[src/rtl/dlfs_pkg.sv]
`timescale 1ns / 1ps
// ----------------------------------------------------------------------------
// dlfs_pkg
// Shared types, codes and helpers of the debounced line-follow steering block.
// ----------------------------------------------------------------------------
package dlfs_pkg;

  localparam int unsigned DEB_W     = 4;
  localparam int unsigned DUTY_W    = 7;
  localparam int unsigned TICK_W    = 16;
  localparam int unsigned SENSOR_W  = 2;
  localparam int unsigned DIRS_W    = 4;
  localparam int unsigned ACT_W     = 2;
  localparam int unsigned CFG_IDX_W = 3;
  localparam int unsigned CFG_DAT_W = 16;

  localparam logic [DUTY_W-1:0] DUTY_MAX   = 7'd100;
  localparam logic [TICK_W-1:0] TICK_MAX   = 16'hFFFF;

  localparam logic [DIRS_W-1:0] DIRS_STOP     = 4'h0;
  localparam logic [DIRS_W-1:0] DIRS_STRAIGHT = 4'h5;
  localparam logic [DIRS_W-1:0] DIRS_LEFT     = 4'h6;
  localparam logic [DIRS_W-1:0] DIRS_RIGHT    = 4'h9;

  // sensor patterns, bit0 left, bit1 right
  localparam logic [SENSOR_W-1:0] SNS_NONE  = 2'h0;
  localparam logic [SENSOR_W-1:0] SNS_LEFT  = 2'h1;
  localparam logic [SENSOR_W-1:0] SNS_RIGHT = 2'h2;
  localparam logic [SENSOR_W-1:0] SNS_BOTH  = 2'h3;

  // register indexes
  localparam logic [CFG_IDX_W-1:0] CFG_DEBOUNCE  = 3'd0;
  localparam logic [CFG_IDX_W-1:0] CFG_BASE      = 3'd1;
  localparam logic [CFG_IDX_W-1:0] CFG_TURN_FWD  = 3'd2;
  localparam logic [CFG_IDX_W-1:0] CFG_TURN_REV  = 3'd3;
  localparam logic [CFG_IDX_W-1:0] CFG_STARTUP   = 3'd4;

  localparam logic [DEB_W-1:0]  RST_DEBOUNCE = 4'd3;
  localparam logic [DUTY_W-1:0] RST_BASE     = 7'd24;
  localparam logic [DUTY_W-1:0] RST_TURN_FWD = 7'd40;
  localparam logic [DUTY_W-1:0] RST_TURN_REV = 7'd16;
  localparam logic [TICK_W-1:0] RST_STARTUP  = 16'd500;

  typedef enum logic [ACT_W-1:0] {
    ACT_STRAIGHT = 2'd0,
    ACT_LEFT     = 2'd1,
    ACT_RIGHT    = 2'd2
  } act_t;

  typedef struct packed {
    logic [DEB_W-1:0]  debounce_ticks;
    logic [DUTY_W-1:0] base_speed;
    logic [DUTY_W-1:0] turn_forward_speed;
    logic [DUTY_W-1:0] turn_reverse_speed;
    logic [TICK_W-1:0] startup_window;
  } cfg_t;

  typedef struct packed {
    logic [SENSOR_W-1:0] prev_sample;
    logic [DEB_W-1:0]    stable_run;
    logic [TICK_W-1:0]   elapsed_ticks;
    logic [DIRS_W-1:0]   drive_dirs;
    logic [DUTY_W-1:0]   left_duty;
    logic [DUTY_W-1:0]   right_duty;
    logic                station_flag;
    act_t                steer_action;
  } state_t;

  function automatic logic [DUTY_W-1:0] sat_duty(input logic [DUTY_W-1:0] v);
    return (v > DUTY_MAX) ? DUTY_MAX : v;
  endfunction

endpackage

[src/rtl/dlfs_in_if.sv]
`timescale 1ns / 1ps
// ----------------------------------------------------------------------------
// dlfs_in_if
// Sensor tick channel: valid/ready with the two line-sensor bits.
// ----------------------------------------------------------------------------
interface dlfs_in_if;
  logic                              valid;
  logic                              ready;
  logic [dlfs_pkg::SENSOR_W-1:0]     sensor_bits;

  modport source (output valid, output sensor_bits, input ready);
  modport sink   (input valid, input sensor_bits, output ready);
endinterface

[src/rtl/dlfs_out_if.sv]
`timescale 1ns / 1ps
// ----------------------------------------------------------------------------
// dlfs_out_if
// Drive result channel: valid/ready with bridge directions, duties and status.
// ----------------------------------------------------------------------------
interface dlfs_out_if;
  logic                            valid;
  logic                            ready;
  logic [dlfs_pkg::DIRS_W-1:0]     bridge_dirs;
  logic [dlfs_pkg::DUTY_W-1:0]     duty_left;
  logic [dlfs_pkg::DUTY_W-1:0]     duty_right;
  logic                            station_detected;
  logic [dlfs_pkg::ACT_W-1:0]      last_action;
  logic                            applied;

  modport source (output valid, output bridge_dirs, output duty_left, output duty_right,
                  output station_detected, output last_action, output applied,
                  input ready);
  modport sink   (input valid, input bridge_dirs, input duty_left, input duty_right,
                  input station_detected, input last_action, input applied,
                  output ready);
endinterface

[src/rtl/dlfs_steer.sv]
`timescale 1ns / 1ps
// ----------------------------------------------------------------------------
// dlfs_steer
// Next-state logic for one tick: debounce, start-up window and steering decode.
// ----------------------------------------------------------------------------
module dlfs_steer (
  input  logic [dlfs_pkg::SENSOR_W-1:0] sample,
  input  dlfs_pkg::cfg_t                cfg,
  input  dlfs_pkg::state_t              cur,
  output dlfs_pkg::state_t              nxt,
  output logic                          apply
);

  logic [dlfs_pkg::DUTY_W-1:0] base_sat;
  logic [dlfs_pkg::DUTY_W-1:0] fwd_sat;
  logic [dlfs_pkg::DUTY_W-1:0] rev_sat;

  assign base_sat = dlfs_pkg::sat_duty(cfg.base_speed);
  assign fwd_sat  = dlfs_pkg::sat_duty(cfg.turn_forward_speed);
  assign rev_sat  = dlfs_pkg::sat_duty(cfg.turn_reverse_speed);

  always_comb begin
    nxt   = cur;
    apply = 1'b0;

    if (cur.elapsed_ticks != dlfs_pkg::TICK_MAX) begin
      nxt.elapsed_ticks = cur.elapsed_ticks + 16'd1;
    end

    if (sample != cur.prev_sample) begin
      nxt.prev_sample = sample;
      nxt.stable_run  = 4'd1;
    end else begin
      if (cur.stable_run < cfg.debounce_ticks) begin
        nxt.stable_run = cur.stable_run + 4'd1;
      end
      apply = (nxt.stable_run >= cfg.debounce_ticks);
    end

    if (apply) begin
      nxt.station_flag = 1'b0;
      unique case (sample)
        dlfs_pkg::SNS_NONE: begin
          nxt.drive_dirs   = dlfs_pkg::DIRS_STRAIGHT;
          nxt.left_duty    = base_sat;
          nxt.right_duty   = base_sat;
          nxt.steer_action = dlfs_pkg::ACT_STRAIGHT;
        end
        dlfs_pkg::SNS_RIGHT: begin
          nxt.drive_dirs   = dlfs_pkg::DIRS_LEFT;
          nxt.left_duty    = rev_sat;
          nxt.right_duty   = fwd_sat;
          nxt.steer_action = dlfs_pkg::ACT_LEFT;
        end
        dlfs_pkg::SNS_LEFT: begin
          nxt.drive_dirs   = dlfs_pkg::DIRS_RIGHT;
          nxt.left_duty    = fwd_sat;
          nxt.right_duty   = rev_sat;
          nxt.steer_action = dlfs_pkg::ACT_RIGHT;
        end
        dlfs_pkg::SNS_BOTH: begin
          if (nxt.elapsed_ticks < cfg.startup_window) begin
            nxt.drive_dirs   = dlfs_pkg::DIRS_STRAIGHT;
            nxt.left_duty    = base_sat;
            nxt.right_duty   = base_sat;
            nxt.steer_action = dlfs_pkg::ACT_STRAIGHT;
          end else begin
            // stop on station, keep last action
            nxt.drive_dirs   = dlfs_pkg::DIRS_STOP;
            nxt.left_duty    = '0;
            nxt.right_duty   = '0;
            nxt.station_flag = 1'b1;
          end
        end
      endcase
    end
  end

endmodule

[src/rtl/debounced_line_follow_steering.sv]
`timescale 1ns / 1ps
// ----------------------------------------------------------------------------
// debounced_line_follow_steering
// Two-sensor line follower with debounced sampling, start-up window and
// station stop; one drive result per sensor tick.
//
//   channel  | direction | beat contents
//   ---------+-----------+--------------------------------------------------
//   in_ch    | sink      | sensor_bits
//   out_ch   | source    | bridge_dirs, duty_left, duty_right,
//            |           | station_detected, last_action, applied
//   cfg_*    | write     | cfg_we, cfg_index, cfg_data
//
// One tick per cycle while the output is not stalled: a beat accepted at an edge
// is decoded in the same cycle and its result sits in the output register from
// the next cycle on. Throughput is one beat per cycle, set by the single output
// register that in_ch.ready tracks (ready while it is empty or taken).
// A stalled output holds its beat and stalls the input.
// Synchronous active-low reset restores register defaults and clears state.
// ----------------------------------------------------------------------------
module debounced_line_follow_steering (
  input  logic                             clk,
  input  logic                             rst_n,
  dlfs_in_if.sink                          in_ch,
  dlfs_out_if.source                       out_ch,
  input  logic                             cfg_we,
  input  logic [dlfs_pkg::CFG_IDX_W-1:0]   cfg_index,
  input  logic [dlfs_pkg::CFG_DAT_W-1:0]   cfg_data
);

  dlfs_pkg::cfg_t   cfg_r;
  dlfs_pkg::state_t state_r;
  dlfs_pkg::state_t state_nxt;
  logic             apply_nxt;
  logic             out_valid_r;
  logic             applied_r;
  logic             in_acc;

  assign in_ch.ready = !out_valid_r || out_ch.ready;
  assign in_acc      = in_ch.valid && in_ch.ready;

  dlfs_steer u_steer (
    .sample (in_ch.sensor_bits),
    .cfg    (cfg_r),
    .cur    (state_r),
    .nxt    (state_nxt),
    .apply  (apply_nxt)
  );

  always_ff @(posedge clk) begin
    if (!rst_n) begin
      cfg_r.debounce_ticks       <= dlfs_pkg::RST_DEBOUNCE;
      cfg_r.base_speed           <= dlfs_pkg::RST_BASE;
      cfg_r.turn_forward_speed   <= dlfs_pkg::RST_TURN_FWD;
      cfg_r.turn_reverse_speed   <= dlfs_pkg::RST_TURN_REV;
      cfg_r.startup_window       <= dlfs_pkg::RST_STARTUP;
    end else if (cfg_we) begin
      unique case (cfg_index)
        dlfs_pkg::CFG_DEBOUNCE: cfg_r.debounce_ticks     <= cfg_data[dlfs_pkg::DEB_W-1:0];
        dlfs_pkg::CFG_BASE:     cfg_r.base_speed         <= cfg_data[dlfs_pkg::DUTY_W-1:0];
        dlfs_pkg::CFG_TURN_FWD: cfg_r.turn_forward_speed <= cfg_data[dlfs_pkg::DUTY_W-1:0];
        dlfs_pkg::CFG_TURN_REV: cfg_r.turn_reverse_speed <= cfg_data[dlfs_pkg::DUTY_W-1:0];
        dlfs_pkg::CFG_STARTUP:  cfg_r.startup_window     <= cfg_data;
        default: ;
      endcase
    end
  end

  always_ff @(posedge clk) begin
    if (!rst_n) begin
      state_r     <= '0;
      out_valid_r <= 1'b0;
      applied_r   <= 1'b0;
    end else begin
      if (in_acc) begin
        state_r     <= state_nxt;
        applied_r   <= apply_nxt;
        out_valid_r <= 1'b1;
      end else if (out_ch.ready) begin
        // drop the taken beat
        out_valid_r <= 1'b0;
      end
    end
  end

  assign out_ch.valid            = out_valid_r;
  assign out_ch.bridge_dirs      = state_r.drive_dirs;
  assign out_ch.duty_left        = state_r.left_duty;
  assign out_ch.duty_right       = state_r.right_duty;
  assign out_ch.station_detected = state_r.station_flag;
  assign out_ch.last_action      = state_r.steer_action;
  assign out_ch.applied          = applied_r;

`ifndef SYNTH
  a_acc_fills_out: assert property (@(posedge clk) disable iff (!rst_n)
    in_acc |=> out_valid_r)
    else $error("accepted beat left no result");

  a_station_stops: assert property (@(posedge clk) disable iff (!rst_n)
    state_r.station_flag |-> (state_r.drive_dirs == dlfs_pkg::DIRS_STOP &&
                              state_r.left_duty == '0 && state_r.right_duty == '0))
    else $error("station flag with motors running");

  a_elapsed_mono: assert property (@(posedge clk) disable iff (!rst_n)
    $past(rst_n) |-> state_r.elapsed_ticks >= $past(state_r.elapsed_ticks))
    else $error("elapsed tick counter went back");

  a_hold_drive: assert property (@(posedge clk) disable iff (!rst_n)
    (in_acc && !apply_nxt) |=> ($stable(state_r.drive_dirs) && $stable(state_r.left_duty) &&
                                $stable(state_r.right_duty) && !applied_r))
    else $error("drive changed without an applied sample");

  a_duty_range: assert property (@(posedge clk) disable iff (!rst_n)
    out_valid_r |-> (state_r.left_duty <= dlfs_pkg::DUTY_MAX &&
                     state_r.right_duty <= dlfs_pkg::DUTY_MAX))
    else $error("duty above full scale");
`endif

endmodule

[src/flat_wrapper.sv]
// flat-port wrapper written by rule: the top's interface ports become plain ports
module debounced_line_follow_steering_flat 
  (clk, rst_n, cfg_we, cfg_index, cfg_data, in_ch_valid, in_ch_sensor_bits, in_ch_ready, out_ch_valid, out_ch_bridge_dirs, out_ch_duty_left, out_ch_duty_right, out_ch_station_detected, out_ch_last_action, out_ch_applied, out_ch_ready);
  dlfs_in_if in_ch_i ();
  dlfs_out_if out_ch_i ();
  input  logic clk;
  input  logic rst_n;
  input  logic cfg_we;
  input  logic [dlfs_pkg::CFG_IDX_W-1:0] cfg_index;
  input  logic [dlfs_pkg::CFG_DAT_W-1:0] cfg_data;
  input wire logic [$bits(in_ch_i.valid)-1:0] in_ch_valid;
  input wire logic [$bits(in_ch_i.sensor_bits)-1:0] in_ch_sensor_bits;
  output wire logic [$bits(in_ch_i.ready)-1:0] in_ch_ready;
  output wire logic [$bits(out_ch_i.valid)-1:0] out_ch_valid;
  output wire logic [$bits(out_ch_i.bridge_dirs)-1:0] out_ch_bridge_dirs;
  output wire logic [$bits(out_ch_i.duty_left)-1:0] out_ch_duty_left;
  output wire logic [$bits(out_ch_i.duty_right)-1:0] out_ch_duty_right;
  output wire logic [$bits(out_ch_i.station_detected)-1:0] out_ch_station_detected;
  output wire logic [$bits(out_ch_i.last_action)-1:0] out_ch_last_action;
  output wire logic [$bits(out_ch_i.applied)-1:0] out_ch_applied;
  input wire logic [$bits(out_ch_i.ready)-1:0] out_ch_ready;
  assign in_ch_i.valid = in_ch_valid;
  assign in_ch_i.sensor_bits = in_ch_sensor_bits;
  assign in_ch_ready = in_ch_i.ready;
  assign out_ch_valid = out_ch_i.valid;
  assign out_ch_bridge_dirs = out_ch_i.bridge_dirs;
  assign out_ch_duty_left = out_ch_i.duty_left;
  assign out_ch_duty_right = out_ch_i.duty_right;
  assign out_ch_station_detected = out_ch_i.station_detected;
  assign out_ch_last_action = out_ch_i.last_action;
  assign out_ch_applied = out_ch_i.applied;
  assign out_ch_i.ready = out_ch_ready;
  debounced_line_follow_steering u_core (.clk(clk), .rst_n(rst_n), .in_ch(in_ch_i), .out_ch(out_ch_i), .cfg_we(cfg_we), .cfg_index(cfg_index), .cfg_data(cfg_data));
endmodule
[config.mk]
export PLATFORM = sky130hd
export DESIGN_NAME = debounced_line_follow_steering_flat
export DESIGN_NICKNAME = d
export VERILOG_FILES = /design/src/rtl/dlfs_pkg.sv /design/src/rtl/dlfs_in_if.sv /design/src/rtl/dlfs_out_if.sv /design/src/rtl/dlfs_steer.sv /design/src/rtl/debounced_line_follow_steering.sv /design/src/flat_wrapper.sv
export SDC_FILE = /design/constraint.sdc
export NUM_CORES = 1
export LEC_CHECK = 0
export ABC_AREA = 0
export BUFFER_PORTS_ARGS = -buffer_cell sky130_fd_sc_hd__buf_4
export CAP_MARGIN = 20
export CORE_MARGIN = 2
export CORE_UTILIZATION = 55
export CTS_CLUSTER_DIAMETER = 150
export DETAILED_ROUTE_END_ITERATION = 10
export PLACE_DENSITY_LB_ADDON = 0.08
export SYNTH_ARGS = -nofsm -noshare
export SYNTH_HDL_FRONTEND = slang
export SYNTH_SLANG_ARGS = --single-unit
[constraint.sdc]
create_clock -name clk -period 5.15 [get_ports clk]
set_input_delay 0.7725 -clock clk [delete_from_list [all_inputs] [get_ports clk]]
set_output_delay 0.7725 -clock clk [all_outputs]
set_load 0.01 [all_outputs]
Yosys cells after proc, flatten, opt, wreduce, memory -nomap -nowiden
Cells that the tools add are included.
{ "word_totals": {"rom_bits": 0, "memories": 0, "latchBits": 0, "input_bits": 26, "ram_bits": 0, "ff_bits": 86} }
{ "op_classes": {"n_div": 0, "n_mul": 0, "n_eq_ne": 10, "addsub": 2, "shifts": 0, "n_reduce_logical": 14, "n_bitwise": 0, "order_cmp": 6, "muxes": 16} }
{ "ops": {"columns": ["operator", "n"], "rows": [
  ["$pmux W18 S4", 1],
  ["$gt A7 B7 Y1 const B", 3],
  ["$mux W7", 3],
  ["$mux W17", 1],
  ["$add A16 B1 Y16 const B", 1],
  ["$lt A16 B16 Y1", 1],
  ["$mux W16", 1],
  ["$ne A16 B16 Y1 const B", 1],
  ["$reduce_and A2 Y1", 7],
  ["$mux W4", 3],
  ["$pmux W2 S4", 1],
  ["$eq A3 B2 Y1 const B", 2],
  ["$mux W1", 5],
  ["$add A4 B1 Y4 const B", 1],
  ["$eq A2 B2 Y1 const B", 2],
  ["$ge A4 B4 Y1", 1],
  ["$lt A4 B4 Y1", 1],
  ["$eq A3 B1 Y1 const B", 1],
  ["$eq A3 B3 Y1 const B", 1],
  ["$logic_not A3 Y1", 1],
  ["$reduce_and A3 Y1", 1],
  ["$eq A2 B1 Y1 const B", 1],
  ["$logic_not A2 Y1", 1],
  ["$mux W2", 1],
  ["other kinds (6)", 6]
]} }

Depth between registers and ports, before layout
{ "logic_depth": {"word_depth": 6, "ltp_mapped": 15} }

Hierarchy
A second synthesis with hierarchy kept.
{ "hier_totals": {"hier_cells": 653, "area_unflattened_um2": 5217.5} }
{ "by_module_without_submodules": {"columns": ["mod", "cells_per_inst", "area_each_um2", "seq_area_each_um2", "instances"], "rows": [
  ["debounced_line_follow_steering", 378, 3359.5, 1721.7, 1],
  ["dlfs_steer", 275, 1858.0, 0.0, 1]
]} }

Worst setup path after synthesis
OpenSTA, ideal clock, no wires.
{ "synth_timing": {"path_type": "reg2reg", "from": "register u_core.state_r[21] (netlist bit)", "to": "register u_core.state_r (netlist bit u_core.out_ch.duty_left[0])", "path_stages_with_launch": 16, "required_ps": 5076, "t_arrival_ps": 3486, "n_path_buf": 0, "path_slack_ps": 1590, "path_cell_list": "dfxtp_1 -> ha_1 -> nand3_4 -> or3_1 -> nor2_1 -> or2_2 -> nand2_1 -> o21ai_0 -> ha_1 -> nand3_1 -> and4_1 -> or4b_1 -> o2111ai_1 -> nor3b_4 -> o211ai_1 -> a31oi_1"} }
{ "synth_rtl": {"columns": ["element", "line", "rtl"], "rows": [
  ["start: declaration", "debounced_line_follow_steering.sv:32", "dlfs_pkg::state_t state_r;"],
  ["start signal: assignment", "debounced_line_follow_steering.sv:76", "state_r <= state_nxt;"]
]} }

==> results.md <==
* Seq/Total Area, Yosys at 38.13%
* First-pass GRT wire length at 17.39 mm
* Final hold slack at 0.4601 ns
* Critical path class: reg2reg
* DRC Markers at 0
* CTS buffer count at 9
* Power, Total at 0.001360 W
* CP required at 5.44 ns
* Synth warnings at 0
* Post-CTS Repair Setup Buffers at 0
* Initial antenna violation count at 0
* Die height at 94.61 µm
* Net count, final at 638
* Total gr overflow at 0
* FILL cells at 771
* Distinct cells, synth at 47
* Antenna viol nets, final at 0
* CTS root buffer: clkbuf_8
* HP Class: reg2reg
* Non-Filler Instances at 698
* Peak supply drop at 132.3 µV
* Post-route minimum period at 4.078 ns
* EDFF count, synth at 0
* CP endpoint kind: flop
* Placed cell count at 682
* GR Util All Layers at 24.87%
* CTS Sinks at 86
* Std cell rows at 33
* Avg Cell Area, Syn at 7.894 µm²
* Cts hold-fix bufs at 0
* FMAX at 245.2 MHz
* Vias per cell at 5.582
* Total number of vias at 3,896
* Post-synthesis instance area at 4516 µm²
* LEAKAGE at 2.015 nW
* Critical Path AT at 4.37 ns
* Main area contributors after synthesis: dfxtp_1 (38%), nand2_1 (8.4%), ha_1 (6.7%)
* Relative slew margins at 41.96%
* H-tree levels at 3
* #FFs+latches synth at 86
* Reg area at 1722 µm²
* Worst Clk Skew at 0.01185 ns
* Cells after Synth at 572
* Die ar. at 8951 µm²
* Status: completed
* MaxCap Viol Count at 0
* Worst-margin pin slew at 0.8706 ns
* Share of the synthesized area in the top cell type at 38.13%
* Slew Limit Fails at 0
* Area growth syn-to-layout at 10.78%
* Vias in the first global route at 3,708
* # diodes at 0
* DRT iter0 DRCs at 157
* Final wirelength at 10.34 mm
* Fin crit share at 79.18%
* 1st-pass router iterations at 4
* Most frequent cells in the layout: nand2_1 (101), dfxtp_1 (86), nor2_1 (54), a21oi_1 (52), buf_4 (51)
* Commonest non-fill, non-tap cell in the layout: nand2_1
* Top Ports at 50
* Die Wd at 94.61 µm
* Largest net degree at the start of global routing at 37
* CTS tree: yes
* Clock buffer depth at 2
* Endpoints failing setup at 0
* Final Util at 61.81%
* Setup TNS at 0 ns
* Port Buffers at 49
* Primary FF master, synth: dfxtp_1
* Worst Path Max Fanout at 9
* Pwr Density at 272.0 nW/µm²
* Placed wire-length estimate at 7.519 mm
* Synth area leader: dfxtp_1
* Core box area at 8093 µm²
* Fin. Hold Viols at 0
* CTS clk-pin slew, worst paths at 0.09 ns
* Area used by multi-input combinational logic at 2464 µm²
* Ratio of cells with drive above 1 in the final layout at 12.65%
* Clock Latency Late Sink at 0.37 ns
* Post-Syn Nets at 622
* RSZ-0062 raised after global routing: false
* Starting density of the core at 55.80%
* Synth async-reset ratio at 0%
* Startpoint types: flop
* Number of gates resized after cts at 0
* DR WL/cell at 14.81 µm
* Gp weighted congestion at 0.8820
==> kinds of logic after synthesis <==
group / share of synthesized area [%]
buffers and inverters: 7.315
multiplexers: 2.272
AND/OR/NAND/NOR: 22.03
flip-flops: 38.13
XOR/XNOR: 5.431
AO/OA/AOI/OAI: 18.18
adder cells (fa/ha/maj): 6.650
==> worst max-delay path, stage by stage (launching register included) <==
cell and delay, ns:
dfxtp_1 0.42, ha_1 0.27, nand3_4 0.14, or3_1 0.42, nor2_1 0.44, or2_2 0.24
nand2_1 0.05, o21ai_0 0.08, ha_1 0.27, nand3_1 0.09, and4_1 0.21, or4b_1 0.43
o2111ai_1 0.18, nor3b_4 0.41, o211ai_1 0.16, a31oi_1 0.20
==> cells in the mapped netlist, drive strengths merged (5+ instances only) <==
cell type  number
xor2           13
nand2b          5
dfxtp          86
o21ai          30
clkbuf         24
nand2         101
o211ai         11
mux2i           8
nand3          17
nor2           54
xnor2          15
buf            22
ha             24
nand4           5
a21oi          52
inv            22
a31oi          17
nor3            8
==> report_power, final <==
part	internal (W)	switching (W)
Combinational	0.0000544	0.0000777
Clock	0.000274	0.000260
Sequential	0.000682	0.0000128
Total	0.00101	0.000350
==> sequential cells by signal, summed over array words and instances (netlist names) <==
signal and count:
u_core.cfg_r 41, u_core.out_ch.applied 1, u_core.out_ch.bridge_dirs 4, u_core.out_ch.duty_left 7
u_core.out_ch.duty_right 7, u_core.out_ch.last_action 2, u_core.out_ch.station_detected 1, u_core.out_ch.valid 1
u_core.state_r 22
==> path summary, 6_finish.rpt <==
check	startpoint	to	slack (ns)	depth (start not counted)
worst max register to register	u_core.state_r[21]	u_core.out_ch.duty_left[0]	1.07	15
worst max-delay path	u_core.state_r[21]	u_core.out_ch.duty_left[0]	1.07	15
worst min register to register	u_core.out_ch.bridge_dirs[0]	u_core.out_ch.bridge_dirs[0]	0.46	2
worst min-delay path	u_core.out_ch.bridge_dirs[0]	u_core.out_ch.bridge_dirs[0]	0.46	2
==> per-layer routing <==
metal	global-route usage [%]	share of wire, %	vias up
met5	0	0	-
met4	7.005	1.7	0
met3	4.789	4.0	14
met2	45.04	50	71
met1	29.85	44	1823
li1	-	-	1988
==> cell type report <==
cell class | count | share of cell area (%)
clock buffer | 9 | 2.476
clock inverter | 7 | 1.926
inverter | 22 | 1.651
multi-input combinational | 418 | 49.25
sequential | 86 | 34.42
tap | 105 | 2.626
timing repair buffer | 51 | 7.654
==> stage by stage <==
step           area, µm²  worst slack (ns)
3_3_place_gp        4782             1.216
6_report            5002             1.072
5_1_grt             5002            0.6649
2_1_floorplan       4516             1.590
3_5_place_dp        4782             1.115
4_1_cts             5002             1.089
(Power assumes the default switching activity.)
